--- config.mk ---
export PLATFORM = sky130hd
export DESIGN_NAME = rc_pulse_to_drive_commands
export DESIGN_NICKNAME = d
export VERILOG_FILES = /design/src/sv/rpdc_pkg.sv /design/src/sv/rpdc_div.sv /design/src/sv/rpdc_ctrl.sv /design/src/sv/rpdc_datapath.sv /design/src/sv/rc_pulse_to_drive_commands.sv
export SDC_FILE = /design/constraint.sdc
export NUM_CORES = 2
export LEC_CHECK = 0
export BUFFER_PORTS_ARGS = -buffer_cell sky130_fd_sc_hd__clkbuf_2
export CORE_MARGIN = 2
export CORE_UTILIZATION = 50
export CTS_BUF_LIST = sky130_fd_sc_hd__clkbuf_4 sky130_fd_sc_hd__clkbuf_8
export DETAILED_ROUTE_END_ITERATION = 8
export PLACE_DENSITY = 0.77
export RECOVER_POWER = 50
export SYNTH_ARGS = -nofsm -noshare
export SYNTH_HDL_FRONTEND = slang
export SYNTH_SLANG_ARGS = --single-unit
--- constraint.sdc ---
create_clock -name clock -period 10.9 [get_ports clock]
set_input_delay 2.18 -clock clock [delete_from_list [all_inputs] [get_ports clock]]
set_output_delay 2.18 -clock clock [all_outputs]
set_load 0.02 [all_outputs]
--- src/sv/rpdc_pkg.sv ---
`default_nettype none
package rpdc_pkg;

   localparam int PULSE_W  = 12;
   localparam int DRIVE_W  = 15;
   localparam int VALUE_W  = 16;
   localparam int TIME_W   = 32;
   localparam int CSR_IDX_W = 3;
   localparam int CSR_DATA_W = 16;

   // Map arithmetic: |pulse diff| < 2^12, |output span| < 2^16, product < 2^28
   localparam int DIFF_W = PULSE_W + 1;
   localparam int OSPAN_W = VALUE_W + 1;
   localparam int MAG_W = PULSE_W + VALUE_W;
   localparam int SUM_W = MAG_W + 2;

   localparam int NUM_CH = 6;
   localparam int CH_W = 3;
   localparam logic [CH_W-1:0] DRIVE_CHANNELS = 3'd2;
   localparam logic [CH_W-1:0] LAST_CH = 3'd5;
   localparam logic [CH_W-1:0] CH_THROTTLE = 3'd0;
   localparam logic [CH_W-1:0] CH_STEER = 3'd1;
   localparam logic [CH_W-1:0] CH_KNOB_A = 3'd2;
   localparam logic [CH_W-1:0] CH_KNOB_B = 3'd3;
   localparam logic [CH_W-1:0] CH_KNOB_C = 3'd4;
   localparam logic [CH_W-1:0] CH_KNOB_D = 3'd5;

   localparam int DIV_BITS_DEFAULT = 4;

   localparam logic [PULSE_W-1:0] CENTER_PULSE = 12'd1500;
   localparam logic [TIME_W-1:0] STOP_HOLD_MS = 32'd500;

   // Register indexes
   localparam logic [CSR_IDX_W-1:0] CSR_PULSE_MIN = 3'd0;
   localparam logic [CSR_IDX_W-1:0] CSR_PULSE_MAX = 3'd1;
   localparam logic [CSR_IDX_W-1:0] CSR_DEADBAND_LOW = 3'd2;
   localparam logic [CSR_IDX_W-1:0] CSR_DEADBAND_HIGH = 3'd3;
   localparam logic [CSR_IDX_W-1:0] CSR_DRIVE_MAX = 3'd4;
   localparam logic [CSR_IDX_W-1:0] CSR_KNOB_MIN = 3'd5;
   localparam logic [CSR_IDX_W-1:0] CSR_KNOB_MAX = 3'd6;
   localparam logic [CSR_IDX_W-1:0] CSR_STOP_THRESHOLD = 3'd7;

   localparam logic [PULSE_W-1:0] RST_PULSE_MIN = 12'd1000;
   localparam logic [PULSE_W-1:0] RST_PULSE_MAX = 12'd2000;
   localparam logic [PULSE_W-1:0] RST_DEADBAND_LOW = 12'd1450;
   localparam logic [PULSE_W-1:0] RST_DEADBAND_HIGH = 12'd1550;
   localparam logic [DRIVE_W-1:0] RST_DRIVE_MAX = 15'd255;
   localparam logic signed [VALUE_W-1:0] RST_KNOB_MIN = 16'sd0;
   localparam logic signed [VALUE_W-1:0] RST_KNOB_MAX = 16'sd255;
   localparam logic [PULSE_W-1:0] RST_STOP_THRESHOLD = 12'd1500;

   typedef enum logic [4:0] {
      ST_IDLE = 5'b00001,
      ST_MUL  = 5'b00010,
      ST_DIV  = 5'b00100,
      ST_FIX  = 5'b01000,
      ST_DONE = 5'b10000
   } rpdc_state_type;

   typedef struct packed {
      logic            load;
      logic            mul;
      logic            step;
      logic            fix;
      logic            publish;
      logic [CH_W-1:0] ch;
   } rpdc_cmd_type;

   typedef struct packed {
      logic [TIME_W-1:0]  now_ms;
      logic [PULSE_W-1:0] knob_d_pulse;
      logic [PULSE_W-1:0] knob_c_pulse;
      logic [PULSE_W-1:0] knob_b_pulse;
      logic [PULSE_W-1:0] knob_a_pulse;
      logic [PULSE_W-1:0] stop_pulse;
      logic [PULSE_W-1:0] steer_pulse;
      logic [PULSE_W-1:0] throttle_pulse;
   } rpdc_frame_type;

   typedef struct packed {
      logic signed [VALUE_W-1:0] knob_d_value;
      logic signed [VALUE_W-1:0] knob_c_value;
      logic signed [VALUE_W-1:0] knob_b_value;
      logic signed [VALUE_W-1:0] knob_a_value;
      logic                      stop_latched;
      logic signed [VALUE_W-1:0] steer_drive;
      logic signed [VALUE_W-1:0] throttle_drive;
   } rpdc_result_type;

endpackage
`default_nettype wire

--- src/sv/rpdc_div.sv ---
`default_nettype none
module rpdc_div #(
   parameter int DIV_BITS = rpdc_pkg::DIV_BITS_DEFAULT
) (
   input  wire logic                         clock,
   input  wire logic                         load,
   input  wire logic                         step,
   input  wire logic [rpdc_pkg::MAG_W-1:0]   dividend,
   input  wire logic [rpdc_pkg::PULSE_W-1:0] divisor,
   output logic      [rpdc_pkg::MAG_W-1:0]   quotient
);

   localparam int DIV_CYCLES = (rpdc_pkg::MAG_W + DIV_BITS - 1) / DIV_BITS;
   localparam int QW = DIV_CYCLES * DIV_BITS;
   localparam int RW = rpdc_pkg::PULSE_W;

   logic [QW-1:0] work_ff, work_in;
   logic [RW-1:0] rem_ff, rem_in;
   logic [RW-1:0] dvs_ff, dvs_in;

   // Restoring division, DIV_BITS quotient bits per cycle while step is high;
   // the quotient shifts into the low end of the dividend register.
   always_comb begin
      logic [RW-1:0] r;
      logic [RW:0]   t;
      logic [QW-1:0] w;
      r = rem_ff;
      w = work_ff;
      t = '0;
      for (int i = 0; i < DIV_BITS; i++) begin
         t = {r, w[QW-1]};
         w = {w[QW-2:0], 1'b0};
         if (t >= {1'b0, dvs_ff}) begin
            t = t - {1'b0, dvs_ff};
            w[0] = 1'b1;
         end
         r = t[RW-1:0];
      end
      work_in = work_ff;
      rem_in = rem_ff;
      dvs_in = dvs_ff;
      if (load) begin
         work_in = QW'(dividend);
         rem_in = '0;
         dvs_in = divisor;
      end else if (step) begin
         work_in = w;
         rem_in = r;
      end
   end

   always_ff @(posedge clock) begin
      work_ff <= work_in;
      rem_ff <= rem_in;
      dvs_ff <= dvs_in;
   end

   assign quotient = work_ff[rpdc_pkg::MAG_W-1:0];

endmodule
`default_nettype wire

--- src/sv/rpdc_ctrl.sv ---
`default_nettype none
module rpdc_ctrl #(
   parameter int DIV_BITS = rpdc_pkg::DIV_BITS_DEFAULT
) (
   input  wire logic                  clock,
   input  wire logic                  reset,
   input  wire logic                  req_tvalid,
   output logic                       req_tready,
   output logic                       rsp_tvalid,
   input  wire logic                  rsp_tready,
   output rpdc_pkg::rpdc_cmd_type     cmd
);

   localparam int DIV_CYCLES = (rpdc_pkg::MAG_W + DIV_BITS - 1) / DIV_BITS;
   localparam int CNT_W = $clog2(DIV_CYCLES + 1);

   rpdc_pkg::rpdc_state_type state_ff, state_in;
   logic [rpdc_pkg::CH_W-1:0] ch_ff, ch_in;
   logic [CNT_W-1:0] cnt_ff, cnt_in;
   logic rsp_valid_ff, rsp_valid_in;

   always_comb begin
      state_in = state_ff;
      ch_in = ch_ff;
      cnt_in = cnt_ff;
      req_tready = 1'b0;
      cmd = '0;
      cmd.ch = ch_ff;
      rsp_valid_in = rsp_valid_ff && !rsp_tready;
      case (state_ff)
         rpdc_pkg::ST_IDLE: begin
            req_tready = 1'b1;
            if (req_tvalid) begin
               cmd.load = 1'b1;
               ch_in = '0;
               state_in = rpdc_pkg::ST_MUL;
            end
         end
         rpdc_pkg::ST_MUL: begin
            cmd.mul = 1'b1;
            cnt_in = '0;
            state_in = rpdc_pkg::ST_DIV;
         end
         rpdc_pkg::ST_DIV: begin
            cmd.step = 1'b1;
            cnt_in = cnt_ff + CNT_W'(1);
            if (cnt_ff == CNT_W'(DIV_CYCLES - 1)) begin
               state_in = rpdc_pkg::ST_FIX;
            end
         end
         rpdc_pkg::ST_FIX: begin
            cmd.fix = 1'b1;
            if (ch_ff == rpdc_pkg::LAST_CH) begin
               state_in = rpdc_pkg::ST_DONE;
            end else begin
               ch_in = ch_ff + rpdc_pkg::CH_W'(1);
               state_in = rpdc_pkg::ST_MUL;
            end
         end
         rpdc_pkg::ST_DONE: begin
            // hold the finished frame until the output register frees up
            if (!rsp_valid_ff || rsp_tready) begin
               cmd.publish = 1'b1;
               rsp_valid_in = 1'b1;
               state_in = rpdc_pkg::ST_IDLE;
            end
         end
         default: begin
            state_in = rpdc_pkg::ST_IDLE;
         end
      endcase
   end

   always_ff @(posedge clock) begin
      if (reset) begin
         state_ff <= rpdc_pkg::ST_IDLE;
         ch_ff <= '0;
         cnt_ff <= '0;
         rsp_valid_ff <= 1'b0;
      end else begin
         state_ff <= state_in;
         ch_ff <= ch_in;
         cnt_ff <= cnt_in;
         rsp_valid_ff <= rsp_valid_in;
      end
   end

   assign rsp_tvalid = rsp_valid_ff;

endmodule
`default_nettype wire

--- src/sv/rpdc_datapath.sv ---
`default_nettype none
module rpdc_datapath #(
   parameter int DIV_BITS = rpdc_pkg::DIV_BITS_DEFAULT
) (
   input  wire logic                            clock,
   input  wire logic                            reset,
   input  wire rpdc_pkg::rpdc_cmd_type          cmd,
   input  wire rpdc_pkg::rpdc_frame_type        frame,
   input  wire logic                            csr_valid,
   input  wire logic [rpdc_pkg::CSR_IDX_W-1:0]  csr_index,
   input  wire logic [rpdc_pkg::CSR_DATA_W-1:0] csr_wdata,
   output rpdc_pkg::rpdc_result_type            result
);

   localparam int PW = rpdc_pkg::PULSE_W;
   localparam int VW = rpdc_pkg::VALUE_W;
   localparam int DW = rpdc_pkg::DIFF_W;
   localparam int OW = rpdc_pkg::OSPAN_W;
   localparam int MW = rpdc_pkg::MAG_W;
   localparam int SW = rpdc_pkg::SUM_W;

   // configuration
   logic [PW-1:0] pmin_ff, pmax_ff, dbl_ff, dbh_ff, thr_ff;
   logic [rpdc_pkg::DRIVE_W-1:0] dmax_ff;
   logic signed [VW-1:0] kmin_ff, kmax_ff;

   always_ff @(posedge clock) begin
      if (reset) begin
         pmin_ff <= rpdc_pkg::RST_PULSE_MIN;
         pmax_ff <= rpdc_pkg::RST_PULSE_MAX;
         dbl_ff <= rpdc_pkg::RST_DEADBAND_LOW;
         dbh_ff <= rpdc_pkg::RST_DEADBAND_HIGH;
         dmax_ff <= rpdc_pkg::RST_DRIVE_MAX;
         kmin_ff <= rpdc_pkg::RST_KNOB_MIN;
         kmax_ff <= rpdc_pkg::RST_KNOB_MAX;
         thr_ff <= rpdc_pkg::RST_STOP_THRESHOLD;
      end else if (csr_valid) begin
         case (csr_index)
            rpdc_pkg::CSR_PULSE_MIN: pmin_ff <= csr_wdata[PW-1:0];
            rpdc_pkg::CSR_PULSE_MAX: pmax_ff <= csr_wdata[PW-1:0];
            rpdc_pkg::CSR_DEADBAND_LOW: dbl_ff <= csr_wdata[PW-1:0];
            rpdc_pkg::CSR_DEADBAND_HIGH: dbh_ff <= csr_wdata[PW-1:0];
            rpdc_pkg::CSR_DRIVE_MAX: dmax_ff <= csr_wdata[rpdc_pkg::DRIVE_W-1:0];
            rpdc_pkg::CSR_KNOB_MIN: kmin_ff <= $signed(csr_wdata);
            rpdc_pkg::CSR_KNOB_MAX: kmax_ff <= $signed(csr_wdata);
            rpdc_pkg::CSR_STOP_THRESHOLD: thr_ff <= csr_wdata[PW-1:0];
            default: begin
            end
         endcase
      end
   end

   // emergency stop latch, updated when a request is taken
   logic stop_active_ff, stop_active_in;
   logic armed_ff, armed_in;
   logic [rpdc_pkg::TIME_W-1:0] last_stop_ff, last_stop_in;
   logic [PW-1:0] stop_fill;
   logic stop_hi;
   logic [rpdc_pkg::TIME_W-1:0] elapsed;

   always_comb begin
      stop_fill = (frame.stop_pulse == '0) ? rpdc_pkg::CENTER_PULSE : frame.stop_pulse;
      stop_hi = stop_fill > thr_ff;
      elapsed = frame.now_ms - last_stop_ff;
      stop_active_in = stop_active_ff;
      armed_in = armed_ff;
      last_stop_in = last_stop_ff;
      if (cmd.load) begin
         if (elapsed > rpdc_pkg::STOP_HOLD_MS) begin
            if (!stop_hi && stop_active_ff) begin
               armed_in = 1'b1;
            end else if (stop_hi && stop_active_ff && armed_ff) begin
               stop_active_in = 1'b0;
            end else if (stop_hi && !stop_active_ff) begin
               stop_active_in = 1'b1;
            end
         end
         if (stop_hi) begin
            last_stop_in = frame.now_ms;
            armed_in = 1'b0;
         end
      end
   end

   always_ff @(posedge clock) begin
      if (reset) begin
         stop_active_ff <= 1'b0;
         armed_ff <= 1'b0;
         last_stop_ff <= '0;
      end else begin
         stop_active_ff <= stop_active_in;
         armed_ff <= armed_in;
         last_stop_ff <= last_stop_in;
      end
   end

   // captured pulses, one per mapped channel
   logic [PW-1:0] pulse_ff [rpdc_pkg::NUM_CH];

   always_ff @(posedge clock) begin
      if (cmd.load) begin
         pulse_ff[rpdc_pkg::CH_THROTTLE] <= frame.throttle_pulse;
         pulse_ff[rpdc_pkg::CH_STEER] <= frame.steer_pulse;
         pulse_ff[rpdc_pkg::CH_KNOB_A] <= frame.knob_a_pulse;
         pulse_ff[rpdc_pkg::CH_KNOB_B] <= frame.knob_b_pulse;
         pulse_ff[rpdc_pkg::CH_KNOB_C] <= frame.knob_c_pulse;
         pulse_ff[rpdc_pkg::CH_KNOB_D] <= frame.knob_d_pulse;
      end
   end

   // map setup: pick the segment, form |diff| * |out span| and |in span|
   logic [PW-1:0] x, in_lo, in_hi;
   logic signed [OW-1:0] out_lo, out_hi, ospan;
   logic signed [DW-1:0] dx, ispan;
   logic is_drive, below, above;
   logic [PW-1:0] dx_mag, ispan_mag;
   logic [VW-1:0] ospan_mag;
   logic [MW-1:0] product;

   always_comb begin
      x = (pulse_ff[cmd.ch] == '0) ? rpdc_pkg::CENTER_PULSE : pulse_ff[cmd.ch];
      is_drive = cmd.ch < rpdc_pkg::DRIVE_CHANNELS;
      below = x < dbl_ff;
      above = x > dbh_ff;
      in_lo = pmin_ff;
      in_hi = pmax_ff;
      out_lo = OW'(kmin_ff);
      out_hi = OW'(kmax_ff);
      if (is_drive && below) begin
         in_hi = dbl_ff;
         out_lo = -$signed({2'b00, dmax_ff});
         out_hi = -OW'(1);
      end else if (is_drive) begin
         in_lo = dbh_ff;
         out_lo = OW'(1);
         out_hi = $signed({2'b00, dmax_ff});
      end
      dx = $signed({1'b0, x}) - $signed({1'b0, in_lo});
      ispan = $signed({1'b0, in_hi}) - $signed({1'b0, in_lo});
      ospan = out_hi - out_lo;
      dx_mag = PW'(dx[DW-1] ? -dx : dx);
      ispan_mag = PW'(ispan[DW-1] ? -ispan : ispan);
      ospan_mag = VW'(ospan[OW-1] ? -ospan : ospan);
      product = MW'(dx_mag) * MW'(ospan_mag);
   end

   logic neg_ff, zspan_ff, dead_ff;
   logic signed [OW-1:0] lo_ff, hi_ff;

   always_ff @(posedge clock) begin
      if (cmd.mul) begin
         neg_ff <= dx[DW-1] ^ ospan[OW-1] ^ ispan[DW-1];
         zspan_ff <= ispan == '0;
         dead_ff <= is_drive && !below && !above;
         lo_ff <= out_lo;
         hi_ff <= out_hi;
      end
   end

   logic [MW-1:0] quotient;

   rpdc_div #(
      .DIV_BITS(DIV_BITS)
   ) u_div (
      .clock(clock),
      .load(cmd.mul),
      .step(cmd.step),
      .dividend(product),
      .divisor(ispan_mag),
      .quotient(quotient)
   );

   // apply sign, add the offset, clamp, zero inside the drive deadband
   logic signed [SW-1:0] qs, lo_ext, hi_ext, sum, clamped;
   logic signed [VW-1:0] ch_value;
   logic signed [VW-1:0] res_ff [rpdc_pkg::NUM_CH];

   always_comb begin
      lo_ext = SW'(lo_ff);
      hi_ext = SW'(hi_ff);
      qs = neg_ff ? -$signed({2'b00, quotient}) : $signed({2'b00, quotient});
      sum = zspan_ff ? lo_ext : qs + lo_ext;
      if (sum < lo_ext) begin
         clamped = lo_ext;
      end else if (sum > hi_ext) begin
         clamped = hi_ext;
      end else begin
         clamped = sum;
      end
      ch_value = dead_ff ? '0 : clamped[VW-1:0];
   end

   always_ff @(posedge clock) begin
      if (cmd.fix) begin
         res_ff[cmd.ch] <= ch_value;
      end
   end

   rpdc_pkg::rpdc_result_type out_ff;

   always_ff @(posedge clock) begin
      if (cmd.publish) begin
         out_ff.throttle_drive <= res_ff[rpdc_pkg::CH_THROTTLE];
         out_ff.steer_drive <= res_ff[rpdc_pkg::CH_STEER];
         out_ff.stop_latched <= stop_active_ff;
         out_ff.knob_a_value <= res_ff[rpdc_pkg::CH_KNOB_A];
         out_ff.knob_b_value <= res_ff[rpdc_pkg::CH_KNOB_B];
         out_ff.knob_c_value <= res_ff[rpdc_pkg::CH_KNOB_C];
         out_ff.knob_d_value <= res_ff[rpdc_pkg::CH_KNOB_D];
      end
   end

   assign result = out_ff;

endmodule
`default_nettype wire

--- src/sv/rc_pulse_to_drive_commands.sv ---
// Receiver frame to drive commands.
// req_* takes one frame: seven 12-bit pulse widths and a 32-bit millisecond
// time stamp. rsp_* returns one result per frame: signed throttle and steering
// drive, the emergency-stop latch, and four mapped knob values.
// csr_* writes one of eight mapping registers by index; csr_ready is always
// high. Write registers only while no frame is in flight.
// Each frame runs six linear maps through one shared restoring divider that
// retires DIV_BITS quotient bits per cycle over a 28-bit dividend. Each map
// steps through the multiply, divide and fix-up states in turn; rsp_tvalid
// rises once all six maps are done and the result is published, and a new
// request is taken only in the idle state, after the previous frame's result
// has been published.
// The result sits in an output register: the next frame is taken and computed
// while it waits; if rsp_tready is still low when that next frame is done,
// the block holds it and takes no further request until the register frees.
// Reset (synchronous, active high) restores register defaults, clears the
// stop latch, its time stamp and release arming, and drops rsp_tvalid.
`default_nettype none
module rc_pulse_to_drive_commands #(
   // quotient bits per divider cycle, 1 to 8
   parameter int DIV_BITS = rpdc_pkg::DIV_BITS_DEFAULT
) (
   input  wire logic                            clock,
   input  wire logic                            reset,
   // throttle[11:0] steer[23:12] stop[35:24] knob_a[47:36] knob_b[59:48]
   // knob_c[71:60] knob_d[83:72] now_ms[115:84], zero fill to 120
   input  wire logic [119:0]                    req_tdata,
   input  wire logic                            req_tvalid,
   output logic                                 req_tready,
   // throttle_drive[15:0] steer_drive[31:16] stop_latched[32]
   // knob_a[48:33] knob_b[64:49] knob_c[80:65] knob_d[96:81], zero fill to 104
   output logic [103:0]                         rsp_tdata,
   output logic                                 rsp_tvalid,
   input  wire logic                            rsp_tready,
   input  wire logic                            csr_valid,
   output logic                                 csr_ready,
   input  wire logic [rpdc_pkg::CSR_IDX_W-1:0]  csr_index,
   input  wire logic [rpdc_pkg::CSR_DATA_W-1:0] csr_wdata
);

   rpdc_pkg::rpdc_cmd_type cmd;
   rpdc_pkg::rpdc_frame_type frame;
   rpdc_pkg::rpdc_result_type result;

   assign frame.throttle_pulse = req_tdata[11:0];
   assign frame.steer_pulse = req_tdata[23:12];
   assign frame.stop_pulse = req_tdata[35:24];
   assign frame.knob_a_pulse = req_tdata[47:36];
   assign frame.knob_b_pulse = req_tdata[59:48];
   assign frame.knob_c_pulse = req_tdata[71:60];
   assign frame.knob_d_pulse = req_tdata[83:72];
   assign frame.now_ms = req_tdata[115:84];

   assign csr_ready = 1'b1;

   rpdc_ctrl #(
      .DIV_BITS(DIV_BITS)
   ) u_ctrl (
      .clock(clock),
      .reset(reset),
      .req_tvalid(req_tvalid),
      .req_tready(req_tready),
      .rsp_tvalid(rsp_tvalid),
      .rsp_tready(rsp_tready),
      .cmd(cmd)
   );

   rpdc_datapath #(
      .DIV_BITS(DIV_BITS)
   ) u_datapath (
      .clock(clock),
      .reset(reset),
      .cmd(cmd),
      .frame(frame),
      .csr_valid(csr_valid),
      .csr_index(csr_index),
      .csr_wdata(csr_wdata),
      .result(result)
   );

   assign rsp_tdata = {7'b0, result.knob_d_value, result.knob_c_value,
                       result.knob_b_value, result.knob_a_value, result.stop_latched,
                       result.steer_drive, result.throttle_drive};

endmodule
`default_nettype wire

; ---- Word-level counts from Yosys, hierarchy flattened
; Memory sizes are Yosys's and may differ from the RTL's. A register that Yosys moved wholly into a read port is not among the register bits.
; Index checks and enable logic that the tools add are counted.
[word_totals]
register_bits = 243
output_inout_bits = 107
n_memories = 2
ramBits = 168
in_bits = 144
wordCells = 170
[mem_list]
columns = memory, words, width, rd, rd_ports_with_merged_regs, write_ports, line
row1 = u_datapath.res_ff, 6, 16, 6, 6, 1, rpdc_datapath.sv:176  ; logic signed [VW-1:0] res_ff [rpdc_pkg::NUM_CH];
row2 = u_datapath.pulse_ff, 6, 12, 1, 1, 6, rpdc_datapath.sv:98  ; logic [PW-1:0] pulse_ff [rpdc_pkg::NUM_CH];
[op_classes]
mux = 57
reduce_logical = 38
mul = 1
addsub = 16
n_eq_ne = 18
order_cmp = 11
n_bitwise = 3
[op_table]
columns = cell, count
row1 = $mux 12, 11
row2 = $mux 17, 4
row3 = $mux 16, 4
row4 = $mux 30, 2
row5 = $mux 28, 2
row6 = $ge 13x12->1, 4
row7 = $sub 12x12->12, 4
row8 = $gt 32x9->1 const B, 1
row9 = $sub 32x32->32, 1
row10 = $add 30x17->30, 1
row11 = $gt 30x17->1, 1
row12 = $lt 30x17->1, 1
row13 = $neg 28->30, 1
row14 = $mul 12x16->28, 1
row15 = $sub 12x12->13, 2
row16 = $pmux 5 s5, 1
row17 = $gt 12x12->1, 2
row18 = $logic_not 12->1, 2
row19 = $neg 12->12, 2
row20 = $mux 1, 23
row21 = $mux 5, 4
row22 = $eq 3x3->1 const B, 6
row23 = $reduce_and 2->1, 9
row24 = $neg 15->17, 1
row25 = other kinds (26), 54

; ---- Depth between registers and ports, before layout
[logic_depth]
ltp_word = 10
depth_mapped = 54
depth_no_buf = 49

; ---- Modules after synthesis
; From an unflattened synthesis, not the netlist that was laid out.
[hier_totals]
hier_cells = 3993
area_unflattened_um2 = 37948.9
[modules_own_cells]
columns = mod, seq_area_each_um2, cells_each, instances, area_each_um2
row1 = rpdc_datapath, 11861.4, 3386, 1, 32403.6
row2 = rpdc_div, 1441.4, 518, 1, 4845.9
row3 = rpdc_ctrl, 240.2, 79, 1, 631.9
row4 = rc_pulse_to_drive_commands, 0.0, 10, 1, 67.6

; ---- Worst setup path before layout
; OpenSTA, ideal clock, no wires.
[synth_path]
path_kind = reg2reg
start = register (tool-made name)
end = register u_datapath.u_div.work_ff[26] (netlist: u_datapath.u_div.quotient[26]) (data pin)
path_stages_with_launch = 46
n_path_buf = 4
slack_ps = -624
setup_time_ps = 278
synth_period_minus_slack_ps = 11524
arrival_time_ps = 11247
required_ps = 10622
path_cell_list = dfxtp_1 -> buf_6 -> buf_6 -> mux4_2 -> a21boi_1 -> a2111oi_4 -> nand4_1 -> nand2_1 -> ha_1 -> a21o_1 -> a221oi_1 -> o211ai_1 -> o21ai_1 -> clkbuf_1 -> a22oi_1 -> ha_1 -> nor2b_1 -> o21a_1 -> [10 not listed] -> nand2_1 -> fa_1 -> inv_1 -> fa_1 -> ha_1 -> fa_1 -> fa_1 -> ha_1 -> a21boi_0 -> o21ai_0 -> nand2b_1 -> a21oi_1 -> o311ai_0 -> a41oi_1 -> and2_1 -> o31ai_1 -> mux2i_1 -> o311ai_0
[synth_rtl]
columns = element, line
row1 = "end signal, assigned", rpdc_div.sv:53  ; work_ff <= work_in;
row2 = "end, declared", rpdc_div.sv:17  ; logic [QW-1:0] work_ff, work_in;

==> results.json <==
{
  "die_w_um": 275,
  "critPathMaxStageDelay_ns": 0.58,
  "clock-skew-final_ns": 0.0531,
  "hp-start": "u_datapath.res_ff[4][5]$_DFFE_PP_",
  "ys_async_sr_fraction_pct": 0,
  "cp-end-kind": "flop",
  "yosys.area_share.simple_pct": 16.3,
  "antenna_found_initial": 2,
  "root_buffer": "clkbuf_8",
  "worst_slack_ns": -0.599,
  "clock_path_buffers": 3,
  "coreArea_mm2": 0.0727,
  "synthMuxAreaShare_pct": 2.96,
  "grt_usage_pct": 26.0,
  "timing.rr.end": "u_datapath.u_div.quotient[23]$_DFFE_PP_",
  "overflow": 0,
  "worst_ep_required_time_ns": 11.40,
  "synthTopCellsByArea": "edfxtp_1, ha_1, dfxtp_1",
  "ys_seq_area_share_pct": 37.1,
  "grt_pass1_wl_um": 157000,
  "report.final.slew_viol_count": 0,
  "crit_type": "reg2reg",
  "cts_sinks": 509,
  "slowest_stage": "fa_1",
  "final_util_pct": 62.1,
  "num-nets-final": 5105,
  "fin_area_mm2": 0.0451,
  "grt_max_degree": 90,
  "syn_avg_cell_area_um2": 9.49,
  "drt_iter0_markers": 2574,
  "critPathArrivalTime_ns": 12.00,
  "htreeDepth": 3,
  "fin_crit_ns": 11.50,
  "post-route-period-util_pct": 105,
  "cts_made_buffers": 85,
  "netlist_instances": 3861,
  "dpl.hpwl_um": 74100,
  "clkLatencyLatePin_ns": 0.72,
  "synth_fa_ha_area_share_pct": 19.0,
  "ant_nets": 0,
  "drv_cap": 0,
  "synth_top_family_by_area": "adder cells",
  "startpoint_type": "flop",
  "yosys.area.top_type": "edfxtp_1",
  "synth_warnings": 0,
  "synth-xor-area-share_pct": 5.11,
  "syn_to_final_growth_pct": 23.2,
  "gp_congestion": 0.925,
  "cts_tree": "done",
  "hold_path.class": "reg2reg",
  "fp-row-count": 99,
  "ys.flop_type": "edfxtp_1",
  "hold_viol_final": 0,
  "num_io_pins": 251,
  "routed_wl_um": 103000,
  "reg2reg_setup_slack_ns": -0.60,
  "synth_top_area_share_pct": 28.0,
  "drc": 0,
  "hold_path_end": "rsp_tdata[70]$_DFFE_PP_",
  "rsz0062_at_grt": "true",
  "ys_ff_latch": 509,
  "die-area_mm2": 0.0754,
  "seqCellArea_mm2": 0.0136,
  "wl_per_cell_um": 18.7,
  "multi_input_area_mm2": 0.0223,
  "via_per_inst": 5.64,
  "clk_pin_slew_ns": 0.06,
  "status": "complete, but fails checks",
  "synth_edf_count": 341,
  "hold_depth": 0,
  "initial_utilization_pct": 50.4,
  "ctsHoldBuffers": 0,
  "cp_max_fo": 7,
  "io_buffers": 238,
  "synth_compound_area_share_pct": 13.7,
  "layout-drive-gt1-share_pct": 24.6,
  "grt_pass1_vias": 30700,
  "max_freq_mhz": 87.0,
  "place_area_mm2": 0.0414,
  "synthDistinctLibCells": 97,
  "worst-r2r-cell-count": 51,
  "fillers": 5616,
  "setup_viol": 13,
  "cpMostUsedCell": "buf_4",
  "tightest_slew_ns": 1.29,
  "first_pass_iters": 6,
  "relSlewSlack_pct": 13.6,
  "syn_area_mm2": 0.0366,
  "vias": 31100,
  "die_h_um": 275,
  "violations": "setup timing"
}
cells by family after synthesis:
logic type | count (synthesis)
AO/OA/AOI/OAI | 769
XOR/XNOR | 212
adder cells (fa/ha/maj) | 468
buffers and inverters | 540
flip-flops | 509
multiplexers | 86
other | 2
AND/OR/NAND/NOR | 1275
layout make-up:
class	instances	share of cell area, %
multi-input cells	2818	49.5
flip-flops and latches	509	30.2
repair buffers	690	10.6
inverters	393	3.28
clock buffers	116	3.19
well taps	959	2.66
clock inverters	30	0.591
diodes	1	0.00555
cell usage in the layout (no fill, tap or decap), types with 18 or more instances in the layout:
cell and n:
clkbuf_4 25, nor2_1 226, nand4_1 35, mux2i_1 32, a21oi_1 227, o21a_1 31, buf_6 39, and2_1 26
a21o_1 89, and4_1 18, nand2_1 539, buf_4 404, mux2_2 33, nand2b_1 78, o21ai_0 134, nand3_1 51
clkbuf_2 223, inv_2 22, xnor2_1 131, nor2b_1 43, fa_1 140, dfxtp_1 167, ha_4 20, nand3b_1 46
o31ai_1 21, xor2_1 59, o21bai_1 18, ha_1 290, and3_1 20, edfxtp_1 341, nor3_1 51, inv_1 368
clkbuf_8 91
synth_stat cells (16+ instances only):
| cell | n |
|---|---|
| nand3b_1 | 46 |
| nor3_1 | 59 |
| nand4_1 | 35 |
| ha_1 | 315 |
| a21oi_1 | 248 |
| xnor2_1 | 144 |
| fa_1 | 149 |
| or3_1 | 18 |
| a311o_1 | 17 |
| nor4_1 | 16 |
| xor2_1 | 66 |
| mux2i_1 | 36 |
| and2_1 | 34 |
| a31oi_1 | 17 |
| edfxtp_1 | 341 |
| a211oi_1 | 16 |
| nand3_1 | 54 |
| o31ai_1 | 27 |
| o21ai_0 | 158 |
| inv_1 | 388 |
| mux2_2 | 34 |
| o21a_1 | 34 |
| a21o_1 | 89 |
| and4_1 | 18 |
| buf_2 | 16 |
| and3_1 | 21 |
| clkbuf_1 | 105 |
| nor2b_1 | 50 |
| o21bai_1 | 21 |
| dfxtp_1 | 168 |
| nor2_1 | 247 |
| nand2b_1 | 82 |
| nand2_1 | 560 |
how the worst max path moves through the flow:
stage                     startpoint                                 endpoint  slack, ns  cells after the start
final                           flop  u_datapath.u_div.quotient[23]$_DFFE_PP_      -0.60                     51
after global routing            flop  u_datapath.u_div.quotient[27]$_DFFE_PP_      -0.98                     48
after CTS                       flop  u_datapath.u_div.quotient[27]$_DFFE_PP_      -0.23                     47
after detailed placement        flop  u_datapath.u_div.quotient[27]$_DFFE_PP_      -0.89                     44
after global placement          flop  u_datapath.u_div.quotient[27]$_DFFE_PP_      -0.71                     44
after floorplan                 flop  u_datapath.u_div.quotient[25]$_DFFE_PP_    0.00001                     47
per-stage QoR:
step / std cells / hold slack [ns] / setup TNS (ns) / worst slack, ns
after CTS: 5474 / 0.377 / -0.846 / -0.228
final: 5516 / 0.388 / -4.39 / -0.599
after global placement: 5283 / 0.401 / -5.52 / -0.714
after detailed placement: 5283 / 0.405 / -7.63 / -0.890
after floorplan: 3867 / 0.400 / 0 / 0.0000124
after global routing: 5516 / 0.388 / -10.19 / -0.984
flip-flops by register name (all words and copies together), names as in the netlist, 16 cells and up, named ones only:
name	flops
u_datapath.hi_ff	16
u_datapath.last_stop_ff	32
u_datapath.u_div.quotient	28
rsp_tdata	96
u_datapath.kmin_ff	16
u_datapath.lo_ff	17
u_datapath.res_ff	96
u_datapath.kmax_ff	16
u_datapath.pulse_ff	72
timing repair:
item	in CTS	in global routing
resized for setup	166	146
setup buffers	46	43
setup endpoints to repair	15	30
pin swaps	110	141
gates cloned	0	1
worst max-delay path: cells and delay by family (launching register included):
kind                     cells  cell delay (ns)
AO/OA/AOI/OAI               16             3.26
XOR/XNOR                     2             0.36
adder cells (fa/ha/maj)      8             3.47
buffers and inverters       15             1.93
flip-flops                   1             0.41
multiplexers                 1             0.54
AND/OR/NAND/NOR              9             1.31
per-layer routing:
layer	share of wire [%]	up-vias	GRT usage (%)
li1	-	14700	-
met1	39	14800	31.4
met2	50	1259	46.4
met3	6.1	347	3.47
met4	5.2	2	11.4
met5	0.013	-	0
Power is left out: the tool's default activity adds up to more than one toggle a clock period on the data nets, which glitch-free logic cannot reach.
